## config.mk

```make
export PLATFORM = sky130hd
export DESIGN_NAME = planar_fabrik_ik_solver_flat
export DESIGN_NICKNAME = d
export VERILOG_FILES = /design/src/hdl/pfik_pkg.sv /design/src/hdl/pfik_if.sv /design/src/hdl/pfik_geom.sv /design/src/hdl/planar_fabrik_ik_solver.sv /design/src/flat_wrapper.sv
export VERILOG_INCLUDE_DIRS = /design/src /design/src/hdl
export SDC_FILE = /design/constraint.sdc
export NUM_CORES = 2
export LEC_CHECK = 0
export BUFFER_PORTS_ARGS = -buffer_cell sky130_fd_sc_hd__buf_2
export CELL_PAD_IN_SITES_DETAIL_PLACEMENT = 1
export CELL_PAD_IN_SITES_GLOBAL_PLACEMENT = 1
export CORE_MARGIN = 10
export CORE_UTILIZATION = 51
export CTS_BUF_LIST = sky130_fd_sc_hd__clkbuf_4 sky130_fd_sc_hd__clkbuf_8 sky130_fd_sc_hd__clkbuf_16
export DETAILED_ROUTE_END_ITERATION = 10
export PLACE_DENSITY_LB_ADDON = 0.1
export SYNTH_ARGS = -nofsm -noshare
export SYNTH_HDL_FRONTEND = slang
export SYNTH_SLANG_ARGS = --single-unit
```

## constraint.sdc

```tcl
create_clock -name clk -period 11.2 [get_ports clk]
set_input_delay 0.56 -clock clk [delete_from_list [all_inputs] [get_ports clk]]
set_output_delay 0.56 -clock clk [all_outputs]
set_load 0.02 [all_outputs]
```

## src/hdl/assert_macros.svh

```systemverilog
// assertion helpers shared by the rtl files
`ifndef ASSERT_MACROS_SVH
`define ASSERT_MACROS_SVH

// same-cycle implication, reset masked
`define ASSERT_IMPL(lbl, clk, rst_n, a, c, msg) \
    lbl: assert property (@(posedge clk) disable iff (!rst_n) (a) |-> (c)) else $error(msg);

// next-cycle implication, reset masked
`define ASSERT_NEXT(lbl, clk, rst_n, a, c, msg) \
    lbl: assert property (@(posedge clk) disable iff (!rst_n) (a) |=> (c)) else $error(msg);

`endif

```

## src/hdl/pfik_pkg.sv

```systemverilog
// ----------------------------------------------------------------------------
// pfik_pkg
// shared types and constants of the planar fabrik solver
// ----------------------------------------------------------------------------
package pfik_pkg;

    localparam int LEN_W = 15;
    localparam int TOL_W = 12;
    localparam int STATUS_W = 2;
    localparam int ADDR_W = 5;
    localparam int DATA_W = 32;

    localparam logic [STATUS_W-1:0] ST_OK = 2'd0;
    localparam logic [STATUS_W-1:0] ST_LOW = 2'd1;
    localparam logic [STATUS_W-1:0] ST_NOCONV = 2'd2;

    localparam logic [2:0] REG_BASE_X = 3'd0;
    localparam logic [2:0] REG_BASE_Y = 3'd1;
    localparam logic [2:0] REG_LINK_ONE = 3'd2;
    localparam logic [2:0] REG_LINK_TWO = 3'd3;
    localparam logic [2:0] REG_TOL = 3'd4;
    localparam logic [2:0] REG_MIN_HEIGHT = 3'd5;
    localparam logic [2:0] REG_HEIGHT_OFF = 3'd6;

    typedef struct packed {
        logic start;
        logic place;
    } pfik_ctl_t;

    typedef struct packed {
        logic busy;
        logic done;
    } pfik_sts_t;

endpackage

```

## src/hdl/pfik_if.sv

```systemverilog
// ----------------------------------------------------------------------------
// pfik_in_if / pfik_out_if
// valid/ready channels for target beats and solution beats
// ----------------------------------------------------------------------------
interface pfik_in_if #(
    parameter int COORD_WIDTH = 16
);
    logic valid;
    logic ready;
    logic signed [COORD_WIDTH-1:0] target_x;
    logic signed [COORD_WIDTH-1:0] target_y;
    logic signed [COORD_WIDTH-1:0] target_z;

    modport source (output valid, target_x, target_y, target_z, input ready);
    modport sink (input valid, target_x, target_y, target_z, output ready);
endinterface

interface pfik_out_if #(
    parameter int COORD_WIDTH = 16
);
    logic valid;
    logic ready;
    logic [1:0] status;
    logic signed [COORD_WIDTH-1:0] base_height;
    logic signed [COORD_WIDTH-1:0] elbow_x_out;
    logic signed [COORD_WIDTH-1:0] elbow_y_out;
    logic signed [COORD_WIDTH-1:0] end_x_out;
    logic signed [COORD_WIDTH-1:0] end_y_out;

    modport source (output valid, status, base_height, elbow_x_out, elbow_y_out,
                    end_x_out, end_y_out, input ready);
    modport sink (input valid, status, base_height, elbow_x_out, elbow_y_out,
                  end_x_out, end_y_out, output ready);
endinterface

```

## src/hdl/pfik_geom.sv

```systemverilog
// ----------------------------------------------------------------------------
// pfik_geom
// shared length / joint placement unit: multiplier, bit-serial root, divider
// ----------------------------------------------------------------------------
module pfik_geom #(
    parameter int COORD_WIDTH = 16
) (
    input  logic clk,
    input  logic rst_n,
    input  pfik_pkg::pfik_ctl_t ctl,
    output pfik_pkg::pfik_sts_t sts,
    input  logic signed [COORD_WIDTH-1:0] fx,
    input  logic signed [COORD_WIDTH-1:0] fy,
    input  logic signed [COORD_WIDTH-1:0] px,
    input  logic signed [COORD_WIDTH-1:0] py,
    input  logic [pfik_pkg::LEN_W-1:0] len,
    output logic [(2*COORD_WIDTH+4)/2:0] r,
    output logic signed [COORD_WIDTH-1:0] ox,
    output logic signed [COORD_WIDTH-1:0] oy
);
    import pfik_pkg::*;
    `include "assert_macros.svh"

    localparam int CW = COORD_WIDTH;
    localparam int DW = CW + 1;
    localparam int MAW = (DW > LEN_W) ? DW : LEN_W;
    localparam int PW = 2 * MAW;
    localparam int SW = 2 * DW + 1;
    localparam int NB = (SW + 1) / 2;
    localparam int RW = NB + 1;
    localparam int NW = PW + 1;
    localparam int XW = NW + 2;
    localparam int CNTW = $clog2(NW + 1);

    localparam logic [3:0] G_IDLE = 4'd0;
    localparam logic [3:0] G_MX = 4'd1;
    localparam logic [3:0] G_MY = 4'd2;
    localparam logic [3:0] G_ADD = 4'd3;
    localparam logic [3:0] G_SQRT = 4'd4;
    localparam logic [3:0] G_ROOT = 4'd5;
    localparam logic [3:0] G_MUL = 4'd6;
    localparam logic [3:0] G_NUM = 4'd7;
    localparam logic [3:0] G_DIV = 4'd8;
    localparam logic [3:0] G_FIX = 4'd9;
    localparam logic [3:0] G_DONE = 4'd10;

    localparam logic signed [XW-1:0] SMAX = {{(XW-CW+1){1'b0}}, {(CW-1){1'b1}}};
    localparam logic signed [XW-1:0] SMIN = {{(XW-CW+1){1'b1}}, {(CW-1){1'b0}}};

    function automatic logic signed [CW-1:0] sat(input logic signed [XW-1:0] v);
        if (v > SMAX)
        begin
            return SMAX[CW-1:0];
        end
        else if (v < SMIN)
        begin
            return SMIN[CW-1:0];
        end
        return v[CW-1:0];
    endfunction

    logic [3:0] state_reg, state_next;
    logic place_reg;
    logic axis_reg;
    logic signed [CW-1:0] fx_reg, fy_reg;
    logic signed [DW-1:0] dx_reg, dy_reg;
    logic [LEN_W-1:0] len_reg;
    logic [PW-1:0] mul_reg;
    logic [SW-1:0] sum_reg;
    logic [2*NB-1:0] sq_v_reg, sq_res_reg, sq_bit_reg;
    logic [RW-1:0] r_reg;
    logic [NW-1:0] q_reg;
    logic [RW:0] rem_reg;
    logic [CNTW-1:0] cnt_reg;
    logic signed [CW-1:0] ox_reg, oy_reg;

    logic [DW-1:0] ax, ay, ax_h, ay_h, ad;
    logic huge;
    logic [MAW-1:0] mul_a, mul_b;
    logic [2*NB-1:0] sq_try;
    logic [RW:0] rem_sh;
    logic signed [XW-1:0] f_ext, q_ext, fix_sum;
    logic d_neg;

    always_comb
    begin
        ax = dx_reg[DW-1] ? DW'(-dx_reg) : dx_reg;
        ay = dy_reg[DW-1] ? DW'(-dy_reg) : dy_reg;
        huge = (64'(ax) >= 64'h8000_0000) || (64'(ay) >= 64'h8000_0000);
        ax_h = huge ? (ax >> 1) : ax;
        ay_h = huge ? (ay >> 1) : ay;
        ad = axis_reg ? ay : ax;
        d_neg = axis_reg ? dy_reg[DW-1] : dx_reg[DW-1];
        case (state_reg)
            G_MX:
            begin
                mul_a = MAW'(ax_h);
                mul_b = MAW'(ax_h);
            end
            G_MY:
            begin
                mul_a = MAW'(ay_h);
                mul_b = MAW'(ay_h);
            end
            default:
            begin
                mul_a = MAW'(len_reg);
                mul_b = MAW'(ad);
            end
        endcase
        sq_try = sq_res_reg + sq_bit_reg;
        rem_sh = {rem_reg[RW-1:0], q_reg[NW-1]};
        f_ext = axis_reg ? XW'(fy_reg) : XW'(fx_reg);
        q_ext = XW'(q_reg);
        fix_sum = d_neg ? (f_ext - q_ext) : (f_ext + q_ext);
    end

    always_comb
    begin
        state_next = state_reg;
        case (state_reg)
            G_IDLE: if (ctl.start) state_next = G_MX;
            G_MX: state_next = G_MY;
            G_MY: state_next = G_ADD;
            G_ADD: state_next = G_SQRT;
            G_SQRT: if (cnt_reg == CNTW'(NB - 1)) state_next = G_ROOT;
            G_ROOT:
            begin
                if (!place_reg)
                begin
                    state_next = G_DONE;
                end
                else if (huge ? (sq_res_reg == '0) : (sq_res_reg == '0))
                begin
                    state_next = G_DONE;
                end
                else
                begin
                    state_next = G_MUL;
                end
            end
            G_MUL: state_next = G_NUM;
            G_NUM: state_next = G_DIV;
            G_DIV: if (cnt_reg == CNTW'(NW - 1)) state_next = G_FIX;
            G_FIX: state_next = axis_reg ? G_DONE : G_MUL;
            G_DONE: state_next = G_IDLE;
            default: state_next = G_IDLE;
        endcase
    end

    always_ff @(posedge clk or negedge rst_n)
    begin
        if (!rst_n)
        begin
            state_reg <= G_IDLE;
        end
        else
        begin
            state_reg <= state_next;
        end
    end

    always_ff @(posedge clk)
    begin
        case (state_reg)
            G_IDLE:
            begin
                if (ctl.start)
                begin
                    place_reg <= ctl.place;
                    fx_reg <= fx;
                    fy_reg <= fy;
                    dx_reg <= DW'(px) - DW'(fx);
                    dy_reg <= DW'(py) - DW'(fy);
                    len_reg <= len;
                    axis_reg <= 1'b0;
                end
            end
            G_MX:
            begin
                mul_reg <= PW'(mul_a) * PW'(mul_b);
            end
            G_MY:
            begin
                sum_reg <= SW'(mul_reg);
                mul_reg <= PW'(mul_a) * PW'(mul_b);
            end
            G_ADD:
            begin
                sq_v_reg <= (2*NB)'(sum_reg + SW'(mul_reg));
                sq_res_reg <= '0;
                sq_bit_reg <= (2*NB)'(1) << (2*NB - 2);
                cnt_reg <= '0;
            end
            G_SQRT:
            begin
                if (sq_v_reg >= sq_try)
                begin
                    sq_v_reg <= sq_v_reg - sq_try;
                    sq_res_reg <= (sq_res_reg >> 1) + sq_bit_reg;
                end
                else
                begin
                    sq_res_reg <= sq_res_reg >> 1;
                end
                sq_bit_reg <= sq_bit_reg >> 2;
                cnt_reg <= cnt_reg + 1'b1;
            end
            G_ROOT:
            begin
                // root doubled back when the halved differences were used
                r_reg <= huge ? {sq_res_reg[NB-1:0], 1'b0} : RW'(sq_res_reg[NB-1:0]);
                if (place_reg && sq_res_reg == '0)
                begin
                    ox_reg <= sat(XW'(fx_reg) + XW'(len_reg));
                    oy_reg <= fy_reg;
                end
            end
            G_MUL:
            begin
                mul_reg <= PW'(mul_a) * PW'(mul_b);
            end
            G_NUM:
            begin
                q_reg <= NW'(mul_reg) + NW'(r_reg >> 1);
                rem_reg <= '0;
                cnt_reg <= '0;
            end
            G_DIV:
            begin
                if (rem_sh >= (RW+1)'(r_reg))
                begin
                    rem_reg <= rem_sh - (RW+1)'(r_reg);
                    q_reg <= {q_reg[NW-2:0], 1'b1};
                end
                else
                begin
                    rem_reg <= rem_sh;
                    q_reg <= {q_reg[NW-2:0], 1'b0};
                end
                cnt_reg <= cnt_reg + 1'b1;
            end
            G_FIX:
            begin
                if (axis_reg)
                begin
                    oy_reg <= sat(fix_sum);
                end
                else
                begin
                    ox_reg <= sat(fix_sum);
                end
                axis_reg <= 1'b1;
            end
            default:
            begin
            end
        endcase
    end

    assign sts.busy = (state_reg != G_IDLE);
    assign sts.done = (state_reg == G_DONE);
    assign r = r_reg;
    assign ox = ox_reg;
    assign oy = oy_reg;

    `ASSERT_NEXT(a_geom_start_runs, clk, rst_n, ctl.start && state_reg == G_IDLE, state_reg == G_MX, "start not taken")
    `ASSERT_IMPL(a_geom_div_bound, clk, rst_n, state_reg == G_DIV, rem_reg < (RW+1)'(r_reg), "remainder out of range")
    `ASSERT_NEXT(a_geom_done_idle, clk, rst_n, state_reg == G_DONE, state_reg == G_IDLE, "done not followed by idle")

endmodule

```

## src/hdl/planar_fabrik_ik_solver.sv

```systemverilog
// ----------------------------------------------------------------------------
// planar_fabrik_ik_solver
// three-joint planar chain solved by fabrik against a target point
// ----------------------------------------------------------------------------
// One target beat is taken at a time and in_ch.ready stays low until its
// solution is written to the output register. Work runs on one shared unit
// (one multiplier, a bit-serial square root, a restoring divider) that
// finds a length or places one joint. A rejected target takes no work
// on the unit, a stretched chain takes a length and two placements, and a
// reachable one runs up to MAX_ITER passes. The output register holds a
// finished beat while the next target is being solved.
module planar_fabrik_ik_solver #(
    parameter int MAX_ITER = 16,
    parameter int COORD_WIDTH = 16
) (
    input  logic clk,
    input  logic rst_n,
    input  logic psel,
    input  logic penable,
    input  logic pwrite,
    input  logic [pfik_pkg::ADDR_W-1:0] paddr,
    input  logic [pfik_pkg::DATA_W-1:0] pwdata,
    output logic [pfik_pkg::DATA_W-1:0] prdata,
    output logic pready,
    pfik_in_if.sink in_ch,
    pfik_out_if.source out_ch
);
    import pfik_pkg::*;
    `include "assert_macros.svh"

    localparam int CW = COORD_WIDTH;
    localparam int DW = CW + 1;
    localparam int SW = 2 * DW + 1;
    localparam int NB = (SW + 1) / 2;
    localparam int RW = NB + 1;
    localparam int PCW = $clog2(MAX_ITER + 1);

    // sequencer states
    localparam logic [3:0] T_IDLE = 4'd0;
    localparam logic [3:0] T_CHK = 4'd1;
    localparam logic [3:0] T_W0 = 4'd2;
    localparam logic [3:0] T_S1 = 4'd3;
    localparam logic [3:0] T_S2 = 4'd4;
    localparam logic [3:0] T_D = 4'd5;
    localparam logic [3:0] T_LOOP = 4'd6;
    localparam logic [3:0] T_P1 = 4'd7;
    localparam logic [3:0] T_P2 = 4'd8;
    localparam logic [3:0] T_P3 = 4'd9;
    localparam logic [3:0] T_OUT = 4'd10;

    function automatic logic signed [CW-1:0] sat_const(input longint v);
        longint hi;
        longint lo;
        hi = (64'sd1 <<< (CW - 1)) - 1;
        lo = -(64'sd1 <<< (CW - 1));
        if (v > hi)
        begin
            return CW'(hi);
        end
        else if (v < lo)
        begin
            return CW'(lo);
        end
        return CW'(v);
    endfunction

    localparam logic signed [CW-1:0] RST_BASE_X = sat_const(560);
    localparam logic signed [CW-1:0] RST_MIN_H = sat_const(2608);
    localparam logic signed [CW-1:0] RST_H_OFF = sat_const(208);
    localparam logic signed [CW-1:0] RST_ELBOW_X = sat_const(2960);
    localparam logic signed [CW-1:0] RST_END_X = sat_const(3200);
    localparam logic signed [CW-1:0] RST_BASE_Z = sat_const(2816);

    // configuration registers
    logic signed [CW-1:0] base_x_reg, base_y_reg, min_h_reg, h_off_reg;
    logic [LEN_W-1:0] l1_reg, l2_reg;
    logic [TOL_W-1:0] tol_reg;

    // chain state and working registers
    logic [3:0] state_reg, state_next;
    logic signed [CW-1:0] tx_reg, ty_reg, tz_reg;
    logic signed [CW-1:0] elbow_x_reg, elbow_y_reg, end_x_reg, end_y_reg, base_z_reg;
    logic [PCW-1:0] pass_reg;
    logic [RW-1:0] diff_reg;
    logic [STATUS_W-1:0] status_reg;

    // shared unit request
    pfik_ctl_t ctl_reg;
    pfik_sts_t sts;
    logic signed [CW-1:0] op_fx_reg, op_fy_reg, op_px_reg, op_py_reg;
    logic [LEN_W-1:0] op_len_reg;
    logic [RW-1:0] g_r;
    logic signed [CW-1:0] g_ox, g_oy;

    // output register
    logic out_valid_reg;
    logic [STATUS_W-1:0] o_status_reg;
    logic signed [CW-1:0] o_bz_reg, o_ex_reg, o_ey_reg, o_nx_reg, o_ny_reg;

    logic cfg_wr;
    logic [2:0] cfg_idx;
    logic signed [CW:0] bz_sum;
    logic signed [CW-1:0] bz_sat;
    logic keep_going;
    logic reach_far;
    logic out_free;

    pfik_geom #(
        .COORD_WIDTH(COORD_WIDTH)
    ) u_geom (
        .clk(clk),
        .rst_n(rst_n),
        .ctl(ctl_reg),
        .sts(sts),
        .fx(op_fx_reg),
        .fy(op_fy_reg),
        .px(op_px_reg),
        .py(op_py_reg),
        .len(op_len_reg),
        .r(g_r),
        .ox(g_ox),
        .oy(g_oy)
    );

    // apb port: always ready, index from the word address
    assign pready = 1'b1;
    assign cfg_wr = psel && penable && pwrite;
    assign cfg_idx = paddr[4:2];

    always_comb
    begin
        case (cfg_idx)
            REG_BASE_X: prdata = DATA_W'(base_x_reg);
            REG_BASE_Y: prdata = DATA_W'(base_y_reg);
            REG_LINK_ONE: prdata = DATA_W'(l1_reg);
            REG_LINK_TWO: prdata = DATA_W'(l2_reg);
            REG_TOL: prdata = DATA_W'(tol_reg);
            REG_MIN_HEIGHT: prdata = DATA_W'(min_h_reg);
            REG_HEIGHT_OFF: prdata = DATA_W'(h_off_reg);
            default: prdata = '0;
        endcase
    end

    always_ff @(posedge clk or negedge rst_n)
    begin
        if (!rst_n)
        begin
            base_x_reg <= RST_BASE_X;
            base_y_reg <= '0;
            l1_reg <= LEN_W'(2400);
            l2_reg <= LEN_W'(240);
            tol_reg <= TOL_W'(32);
            min_h_reg <= RST_MIN_H;
            h_off_reg <= RST_H_OFF;
        end
        else if (cfg_wr)
        begin
            case (cfg_idx)
                REG_BASE_X: base_x_reg <= pwdata[CW-1:0];
                REG_BASE_Y: base_y_reg <= pwdata[CW-1:0];
                REG_LINK_ONE: l1_reg <= pwdata[LEN_W-1:0];
                REG_LINK_TWO: l2_reg <= pwdata[LEN_W-1:0];
                REG_TOL: tol_reg <= pwdata[TOL_W-1:0];
                REG_MIN_HEIGHT: min_h_reg <= pwdata[CW-1:0];
                REG_HEIGHT_OFF: h_off_reg <= pwdata[CW-1:0];
                default:
                begin
                end
            endcase
        end
    end

    // new base height, saturated
    always_comb
    begin
        bz_sum = (CW+1)'(tz_reg) + (CW+1)'(h_off_reg);
        if (bz_sum[CW] != bz_sum[CW-1])
        begin
            bz_sat = bz_sum[CW] ? {1'b1, {(CW-1){1'b0}}} : {1'b0, {(CW-1){1'b1}}};
        end
        else
        begin
            bz_sat = bz_sum[CW-1:0];
        end
    end

    assign reach_far = 64'(g_r) > (64'(l1_reg) + 64'(l2_reg));
    assign keep_going = (64'(diff_reg) > 64'(tol_reg)) && (64'(pass_reg) < 64'(MAX_ITER));
    assign out_free = !out_valid_reg || out_ch.ready;

    always_comb
    begin
        state_next = state_reg;
        case (state_reg)
            T_IDLE: if (in_ch.valid) state_next = T_CHK;
            T_CHK: state_next = (tz_reg < min_h_reg) ? T_OUT : T_W0;
            T_W0: if (sts.done) state_next = reach_far ? T_S1 : T_D;
            T_S1: if (sts.done) state_next = T_S2;
            T_S2: if (sts.done) state_next = T_OUT;
            T_D: if (sts.done) state_next = T_LOOP;
            T_LOOP: state_next = keep_going ? T_P1 : T_OUT;
            T_P1: if (sts.done) state_next = T_P2;
            T_P2: if (sts.done) state_next = T_P3;
            T_P3: if (sts.done) state_next = T_D;
            T_OUT: if (out_free) state_next = T_IDLE;
            default: state_next = T_IDLE;
        endcase
    end

    always_ff @(posedge clk or negedge rst_n)
    begin
        if (!rst_n)
        begin
            state_reg <= T_IDLE;
            ctl_reg <= '0;
            out_valid_reg <= 1'b0;
            elbow_x_reg <= RST_ELBOW_X;
            elbow_y_reg <= '0;
            end_x_reg <= RST_END_X;
            end_y_reg <= '0;
            base_z_reg <= RST_BASE_Z;
            pass_reg <= '0;
            status_reg <= ST_OK;
        end
        else
        begin
            state_reg <= state_next;
            ctl_reg.start <= 1'b0;
            if (out_valid_reg && out_ch.ready)
            begin
                out_valid_reg <= 1'b0;
            end
            case (state_reg)
                T_IDLE:
                begin
                    status_reg <= ST_OK;
                    pass_reg <= '0;
                end
                T_CHK:
                begin
                    if (tz_reg < min_h_reg)
                    begin
                        status_reg <= ST_LOW;
                    end
                    else
                    begin
                        // length base to target
                        base_z_reg <= bz_sat;
                        ctl_reg <= '{start: 1'b1, place: 1'b0};
                        op_fx_reg <= base_x_reg;
                        op_fy_reg <= base_y_reg;
                        op_px_reg <= tx_reg;
                        op_py_reg <= ty_reg;
                    end
                end
                T_W0:
                begin
                    if (sts.done)
                    begin
                        if (reach_far)
                        begin
                            // out of reach: stretch, elbow first
                            ctl_reg <= '{start: 1'b1, place: 1'b1};
                            op_fx_reg <= base_x_reg;
                            op_fy_reg <= base_y_reg;
                            op_px_reg <= tx_reg;
                            op_py_reg <= ty_reg;
                            op_len_reg <= l1_reg;
                        end
                        else
                        begin
                            // current miss distance
                            ctl_reg <= '{start: 1'b1, place: 1'b0};
                            op_fx_reg <= tx_reg;
                            op_fy_reg <= ty_reg;
                            op_px_reg <= end_x_reg;
                            op_py_reg <= end_y_reg;
                        end
                    end
                end
                T_S1:
                begin
                    if (sts.done)
                    begin
                        elbow_x_reg <= g_ox;
                        elbow_y_reg <= g_oy;
                        ctl_reg <= '{start: 1'b1, place: 1'b1};
                        op_fx_reg <= g_ox;
                        op_fy_reg <= g_oy;
                        op_px_reg <= tx_reg;
                        op_py_reg <= ty_reg;
                        op_len_reg <= l2_reg;
                    end
                end
                T_S2:
                begin
                    if (sts.done)
                    begin
                        end_x_reg <= g_ox;
                        end_y_reg <= g_oy;
                    end
                end
                T_D:
                begin
                    if (sts.done)
                    begin
                        diff_reg <= g_r;
                    end
                end
                T_LOOP:
                begin
                    if (keep_going)
                    begin
                        // backward pass: end to target, elbow toward old elbow
                        end_x_reg <= tx_reg;
                        end_y_reg <= ty_reg;
                        ctl_reg <= '{start: 1'b1, place: 1'b1};
                        op_fx_reg <= tx_reg;
                        op_fy_reg <= ty_reg;
                        op_px_reg <= elbow_x_reg;
                        op_py_reg <= elbow_y_reg;
                        op_len_reg <= l2_reg;
                    end
                    else if (64'(diff_reg) > 64'(tol_reg))
                    begin
                        status_reg <= ST_NOCONV;
                    end
                end
                T_P1:
                begin
                    if (sts.done)
                    begin
                        // forward pass: elbow from the base
                        elbow_x_reg <= g_ox;
                        elbow_y_reg <= g_oy;
                        ctl_reg <= '{start: 1'b1, place: 1'b1};
                        op_fx_reg <= base_x_reg;
                        op_fy_reg <= base_y_reg;
                        op_px_reg <= g_ox;
                        op_py_reg <= g_oy;
                        op_len_reg <= l1_reg;
                    end
                end
                T_P2:
                begin
                    if (sts.done)
                    begin
                        // end point from the new elbow toward the target
                        elbow_x_reg <= g_ox;
                        elbow_y_reg <= g_oy;
                        ctl_reg <= '{start: 1'b1, place: 1'b1};
                        op_fx_reg <= g_ox;
                        op_fy_reg <= g_oy;
                        op_px_reg <= end_x_reg;
                        op_py_reg <= end_y_reg;
                        op_len_reg <= l2_reg;
                    end
                end
                T_P3:
                begin
                    if (sts.done)
                    begin
                        end_x_reg <= g_ox;
                        end_y_reg <= g_oy;
                        pass_reg <= pass_reg + 1'b1;
                        ctl_reg <= '{start: 1'b1, place: 1'b0};
                        op_fx_reg <= tx_reg;
                        op_fy_reg <= ty_reg;
                        op_px_reg <= g_ox;
                        op_py_reg <= g_oy;
                    end
                end
                T_OUT:
                begin
                    if (out_free)
                    begin
                        out_valid_reg <= 1'b1;
                    end
                end
                default:
                begin
                end
            endcase
        end
    end

    // target capture and the output beat
    always_ff @(posedge clk)
    begin
        if (state_reg == T_IDLE && in_ch.valid)
        begin
            tx_reg <= in_ch.target_x;
            ty_reg <= in_ch.target_y;
            tz_reg <= in_ch.target_z;
        end
        if (state_reg == T_OUT && out_free)
        begin
            o_status_reg <= status_reg;
            o_bz_reg <= base_z_reg;
            o_ex_reg <= elbow_x_reg;
            o_ey_reg <= elbow_y_reg;
            o_nx_reg <= end_x_reg;
            o_ny_reg <= end_y_reg;
        end
    end

    assign in_ch.ready = (state_reg == T_IDLE);
    assign out_ch.valid = out_valid_reg;
    assign out_ch.status = o_status_reg;
    assign out_ch.base_height = o_bz_reg;
    assign out_ch.elbow_x_out = o_ex_reg;
    assign out_ch.elbow_y_out = o_ey_reg;
    assign out_ch.end_x_out = o_nx_reg;
    assign out_ch.end_y_out = o_ny_reg;

    `ASSERT_IMPL(a_start_when_free, clk, rst_n, ctl_reg.start, !sts.busy, "shared unit started while busy")
    `ASSERT_IMPL(a_pass_bound, clk, rst_n, 1'b1, 64'(pass_reg) <= 64'(MAX_ITER), "pass count beyond limit")
    `ASSERT_NEXT(a_busy_after_beat, clk, rst_n, in_ch.valid && in_ch.ready, !in_ch.ready, "second beat taken while solving")
    `ASSERT_IMPL(a_status_code, clk, rst_n, out_valid_reg, o_status_reg != 2'd3, "undefined status code")

endmodule
```

## src/flat_wrapper.sv

```systemverilog
// flat-port wrapper written by rule: the top's interface ports become plain ports
module planar_fabrik_ik_solver_flat import pfik_pkg::*;
#(
    parameter int MAX_ITER = 16,
    parameter int COORD_WIDTH = 16
)
  (clk, rst_n, psel, penable, pwrite, paddr, pwdata, prdata, pready, in_ch_valid, in_ch_target_x, in_ch_target_y, in_ch_target_z, in_ch_ready, out_ch_valid, out_ch_status, out_ch_base_height, out_ch_elbow_x_out, out_ch_elbow_y_out, out_ch_end_x_out, out_ch_end_y_out, out_ch_ready);
  pfik_in_if #(.COORD_WIDTH(COORD_WIDTH)) in_ch_i ();
  pfik_out_if #(.COORD_WIDTH(COORD_WIDTH)) out_ch_i ();
  input  logic clk;
  input  logic rst_n;
  input  logic psel;
  input  logic penable;
  input  logic pwrite;
  input  logic [pfik_pkg::ADDR_W-1:0] paddr;
  input  logic [pfik_pkg::DATA_W-1:0] pwdata;
  output logic [pfik_pkg::DATA_W-1:0] prdata;
  output logic pready;
  input wire logic [$bits(in_ch_i.valid)-1:0] in_ch_valid;
  input wire logic [$bits(in_ch_i.target_x)-1:0] in_ch_target_x;
  input wire logic [$bits(in_ch_i.target_y)-1:0] in_ch_target_y;
  input wire logic [$bits(in_ch_i.target_z)-1:0] in_ch_target_z;
  output wire logic [$bits(in_ch_i.ready)-1:0] in_ch_ready;
  output wire logic [$bits(out_ch_i.valid)-1:0] out_ch_valid;
  output wire logic [$bits(out_ch_i.status)-1:0] out_ch_status;
  output wire logic [$bits(out_ch_i.base_height)-1:0] out_ch_base_height;
  output wire logic [$bits(out_ch_i.elbow_x_out)-1:0] out_ch_elbow_x_out;
  output wire logic [$bits(out_ch_i.elbow_y_out)-1:0] out_ch_elbow_y_out;
  output wire logic [$bits(out_ch_i.end_x_out)-1:0] out_ch_end_x_out;
  output wire logic [$bits(out_ch_i.end_y_out)-1:0] out_ch_end_y_out;
  input wire logic [$bits(out_ch_i.ready)-1:0] out_ch_ready;
  assign in_ch_i.valid = in_ch_valid;
  assign in_ch_i.target_x = in_ch_target_x;
  assign in_ch_i.target_y = in_ch_target_y;
  assign in_ch_i.target_z = in_ch_target_z;
  assign in_ch_ready = in_ch_i.ready;
  assign out_ch_valid = out_ch_i.valid;
  assign out_ch_status = out_ch_i.status;
  assign out_ch_base_height = out_ch_i.base_height;
  assign out_ch_elbow_x_out = out_ch_i.elbow_x_out;
  assign out_ch_elbow_y_out = out_ch_i.elbow_y_out;
  assign out_ch_end_x_out = out_ch_i.end_x_out;
  assign out_ch_end_y_out = out_ch_i.end_y_out;
  assign out_ch_i.ready = out_ch_ready;
  planar_fabrik_ik_solver #(.MAX_ITER(MAX_ITER), .COORD_WIDTH(COORD_WIDTH)) u_core (.clk(clk), .rst_n(rst_n), .psel(psel), .penable(penable), .pwrite(pwrite), .paddr(paddr), .pwdata(pwdata), .prdata(prdata), .pready(pready), .in_ch(in_ch_i), .out_ch(out_ch_i));
endmodule
```

# Word-level counts from Yosys, hierarchy flattened
# Index checks and enable logic that the tools add are counted.
# totals
ff_bits,800
inputBits,92
output_inout_bits,117
word_cells,310
# classes
n_addsub,17
multipliers,1
n_lt_le_gt_ge,10
eq_ne,55
n_mux,118
n_bitwise,1
reduce_logical,56
# op_table
op,count
$mux W16,37
$pmux W16 S6,4
$pmux W32 S7,1
$pmux W36 S2,3
$pmux W16 S2,4
$mux W15,5
$mux W37,2
$mux W36,2
$pmux W35 S2,1
$mux W4,17
$pmux W17 S2,2
$gt A18 B64 Y1,1
$pmux W15 S4,1
$mux W17,3
$pmux W4 S11,1
$pmux W4 S10,1
$pmux W19 S2,1
$add A37 B36 Y37,1
$gt A37 B16 Y1 const B,1
$lt A37 B16 Y1 const B,1
$sub A37 B36 Y37,1
$add A35 B36 Y36,1
$add A36 B36 Y36,1
$ge A36 B36 Y1,1
60 further kinds,165

# Logic depth before layout (Yosys ltp)
# depth
ltp_word,11
ltp_mapped,35
depth_no_buf,34

# Hierarchy
# A second synthesis with hierarchy kept.
# unflattened
cells_unflattened,5461
area_unflattened_um2,56136.3
# by_module_without_submodules
mod,instances,cells_per_inst,area_per_inst_um2,seq_area_each_um2
pfik_geom,1,3944,36197.2,10640.2
planar_fabrik_ik_solver,1,1517,19939.1,11888.9

# Worst setup path after synthesis
# No wires, ideal clock.
# synth_path
path_kind,reg-to-reg
start,reg u_core.u_geom.state_reg[1]
end,"reg u_core.u_geom.mul_reg[33], data pin"
setup_ns,0.260
t_arrival_ns,8.326
required_ns,10.940
setup_slack_ns,2.614
path_stages_with_launch,31
path_buffers,3
period_less_slack_ns,8.586
path_cell_list,dfrtp_1 > clkbuf_1 > nor2b_1 > nand2_1 > inv_1 > nor2_1 > nor2_1 > clkbuf_1 > mux2i_1 > clkbuf_1 > nand2_1 > fa_1 > fa_1 > inv_1 > fa_1 > fa_1 > inv_1 > fa_1 > fa_1 > inv_1 > ha_1 > a21o_1 > a21oi_1 > o311ai_0 > a31oi_1 > o21ai_0 > a2111oi_0 > nor3_1 > a21o_1 > a21oi_1 > xnor2_1
# synth_via
elab_chain_len,3
elab_cells_between_ends,5
cone_classes,1 x mul; 2 x eq/ne; 2 x mux
# synth_lines
element,line_no,text
start: declaration,pfik_geom.sv:62,"logic [3:0] state_reg, state_next;"
start signal: assignment,pfik_geom.sv:159,state_reg <= state_next;
$eq A4 B2 Y1 or $eq A4 B1 Y1 (tied branches),"pfik_geom.sv:94, pfik_geom.sv:165",
$pmux W17 S2,pfik_geom.sv:94,case (state_reg)
$mul A17 B17 Y34 (*),"pfik_geom.sv:181, pfik_geom.sv:186, pfik_geom.sv:221",
end signal: assignment,pfik_geom.sv:181,mul_reg <= PW'(mul_a) * PW'(mul_b);
end signal: assignment,pfik_geom.sv:186,mul_reg <= PW'(mul_a) * PW'(mul_b);
end signal: assignment,pfik_geom.sv:221,mul_reg <= PW'(mul_a) * PW'(mul_b);
end: declaration,pfik_geom.sv:68,logic [PW-1:0] mul_reg;
# Every way passes the cells marked *; elsewhere a longest branch is shown, timed or not.
# A chain may end at the register's enable or synchronous reset.

# Worst setup path in the final report
# layout_path
start,reg u_core.u_geom.dy_reg[0]
end,"reg u_core.u_geom.mul_reg[33], data pin"
# layout_via
elab_chain_len,5
elab_cells_between_ends,6
cone_classes,1 x add/sub; 1 x mul; 4 x mux
# layout_lines
element,line_no,text
start: declaration,pfik_geom.sv:66,"logic signed [DW-1:0] dx_reg, dy_reg;"
start signal: assignment,pfik_geom.sv:174,dy_reg <= DW'(py) - DW'(fy);
$neg A17 Y17,pfik_geom.sv:88,ay = dy_reg[DW-1] ? DW'(-dy_reg) : dy_reg;
$mux W17 (*),pfik_geom.sv:88,
$mux W17,pfik_geom.sv:92,ad = axis_reg ? ay : ax;
$pmux W17 S2,pfik_geom.sv:94,
$mul A17 B17 Y34 (*),"pfik_geom.sv:181, pfik_geom.sv:186, pfik_geom.sv:221",
# Marks and branches as above.

==> results.txt <==
Wire per inst = 24.94 µm
Setup CP Type = reg -> reg
Latest clock arrival within the worst-skew pair = 0.69 ns
Origin of the worst setup path = u_core.u_geom.dy_reg[0]
DRT Wirelength = 174900 µm
# placed instances = 6850
CP Max Fanout = 10
Most used DFF post-synth = edfxtp_1
Die Y = 349.4 µm
EDFF count, synth = 578
CP peak stage delay = 0.84 ns
Site Rows = 120
Initial antenna violation count = 0
Yosys warning count = 0
Synth Cell Area = 55320 µm²
Global Route Usage Sum = 28.51%
Die ar. = 122000 µm²
Hold path start = in_ch_target_x[8]
RSZ-0062 raised after global routing = false
Crit path DAT = 9.96 ns
Share of layout cells above drive strength 1 = 12.83%
Distinct cells, synth = 98
Path depth of the worst reg2reg path = 30
First-pass GRT wire length = 272200 µm
Clock Sink Count = 782
Crit path depth = 30
Num CTS Buffers = 87
Fin Setup TNS = 0 ns
MaxCap Viol Count = 0
DR vias = 42637
WP data required = 11.63 ns
Final max-slew violation count = 0
WHS Path Cells = 1
Post-synthesis sequential area ratio = 40.67%
Fillers = 11656
Area added between synthesis and finish = 10.29%
H-tree Lvls = 3
Post-route antenna net violation count = 0
Ys async rst share = 26.09%
Outcome = finished clean
Initial Util = 51.53%
Starting DRC count in detailed routing = 3334
Io pins = 209
M1 WL = 73880 µm
Fin cells = 7013
Worst path bufs/invs = 5
Final GP Congestion = 0.9045
Largest net degree at the start of global routing = 169
Drt drc = 0
PortBufs = 189
CTS Root Cell = clkbuf_16
Critical Path Source Type = register
Max Clk Rate = 104.9 MHz
Finished Cell Area = 61010 µm²
Grt total ovfl = 0
Top sig layer = met4
Detailed placement HPWL = 131100 µm
Min Tclk post-route = 9.532 ns
Met2 WL = 84180 µm
Wire length on met3 = 9661 µm
HP Class = in -> reg
Diodes inserted = 0
DIE WIDTH = 349.4 µm
Total Nets Final = 6278
Max_slew headroom = 8.784%
Final period util = 85.11%
#FFs+latches synth = 782
Placed instance area = 58050 µm²
CTS tree = done
Top Family by Delay on Critical Path = adder cells
Worst Hold Slack = 0.04741 ns
Via-to-Cell Ratio = 6.080
Critical path endpoint category = register
Drt first pass iters = 7
Slew @ Worst Pin = 1.363 ns
Clock Skew = 0.02340 ns
Reg2reg start = u_core.u_geom.dy_reg[0]
Most frequent CP cell = fa_1
Hold Vio Cnt, Final = 0
Clock Tree Buf Depth = 3
Setup Viol. Count Final = 0
Worst path slowest cell = o21ai_1
Syn Area/Cell = 10.30 µm²
Core Box Area = 107400 µm²
Clk slew on worst S/H paths = 0.06 ns
Synth Instances = 5372
Number of global-route vias before repair = 45538
[per-layer routing]
| layer | GRT usage, % | vias up |
|---|---|---|
| li1 | - | 19364 |
| met1 | 36.75 | 21712 |
| met2 | 48.17 | 1233 |
| met3 | 4.130 | 328 |
| met4 | 11.31 | 0 |
| met5 | 0 | - |
[cell families after synthesis]
logic type | after synthesis | share of synthesized area, %
mux | 247 | 5.007
flops | 782 | 40.67
buf+inv | 714 | 5.005
fa+ha+maj | 650 | 17.87
simple gates | 1501 | 12.51
xor+xnor | 331 | 5.240
other cells | 2 | 0.01357
compound gates | 1145 | 13.68
[layout by cell type (no fill, tap or decap), drive strengths merged, types with 53 or more instances in the layout]
master and count:
nand3 61, ha 415, nand2b 53, buf 259, mux2 168, inv 529, edfxtp 578, a21o 102
a31oi 61, clkbuf 114, dfrtp 174, nand2 544, and2 80, a222oi 64, nor3 86, a21oi 309
fa 234, xor2 154, nor2 415, o21ai 264, mux2i 72, a211oi 55, xnor2 177, nor2b 66
[worst reg2reg max path, delay by kind of cell, from the launching register on]
kind / cells / cell delay, ns
adder cells (fa/ha/maj): 8 / 3.72
AO/OA/AOI/OAI: 6 / 2.18
AND/OR/NAND/NOR: 10 / 2.52
buffers and inverters: 5 / 0.34
flip-flops: 1 / 0.44
XOR/XNOR: 1 / 0.09
[what timing repair did]
action                    in CTS  in global routing
hold endpoints to repair      29                  0
buffers inserted               0                  0
gates resized for setup        0                  0
hold buffers                   1                  0
[final cells by class]
class	instances	area, µm²	area share [%]
Sequential cell	782	22500	36.88
Timing Repair Buffer	260	1504	2.465
Tap cell	1403	1755	2.877
Clock buffer	114	2435	3.991
Inverter	524	1967	3.224
Multi-Input combinational cell	3882	30330	49.71
Clock inverter	48	521.8	0.8551
[synthesized netlist by cell type, types with 18 or more instances]
cell      number  area [µm²]
o211ai_1      18       135.1
dfstp_2       30       788.3
o21ai_0      257        1286
ha_1         415        5192
and2_1        80       500.5
mux2i_1       72       720.7
nor2b_1       66       412.9
nor4_1        23       143.9
a21oi_1      295        1476
xor2_1       154        1349
o21a_1        26       195.2
nand4_1       38       237.7
a211o_1       24       210.2
inv_1        524        1967
a21o_1       102       765.7
dfrtp_1      174        4354
nand2_1      544        2042
nor3_1        85       425.4
o21bai_1      38       285.3
clkbuf_1     157       589.3
or3_1         31       193.9
mux2_2       168        1892
fa_1         234        4684
a211oi_1      52       390.4
o31ai_1       27       202.7
nand3_1       61       305.3
edfxtp_1     578       17360
nor2_1       415        1558
a31oi_1       59       369.1
a21boi_0      26       195.2
a222oi_1      64       640.6
xnor2_1      177        1550
and3_1        37       231.5
nand2b_1      53       331.6
[final timing paths]
check                                       endpoint  slack (ns)
max reg2reg                u_core.u_geom.mul_reg[33]        1.67
max in group asynchronous         u_core.pass_reg[1]        9.54
min                                 u_core.tx_reg[8]        0.05
max                        u_core.u_geom.mul_reg[33]        1.67
min reg2reg                u_core.u_geom.len_reg[12]        0.42
min in group asynchronous        u_core.end_y_reg[3]        0.36
[stage by stage]
| stage | utilization (%) | worst slack (ns) |
|---|---|---|
| floorplan | - | 2.614 |
| global placement | 54.07 | 2.039 |
| detailed placement | 54.07 | 1.817 |
| CTS | 56.83 | 1.753 |
| global route | 56.83 | 1.247 |
| finish | 56.83 | 1.668 |
Power is left out: the tool's default activity adds up to more than one toggle a clock period on the data nets, which glitch-free logic cannot reach.
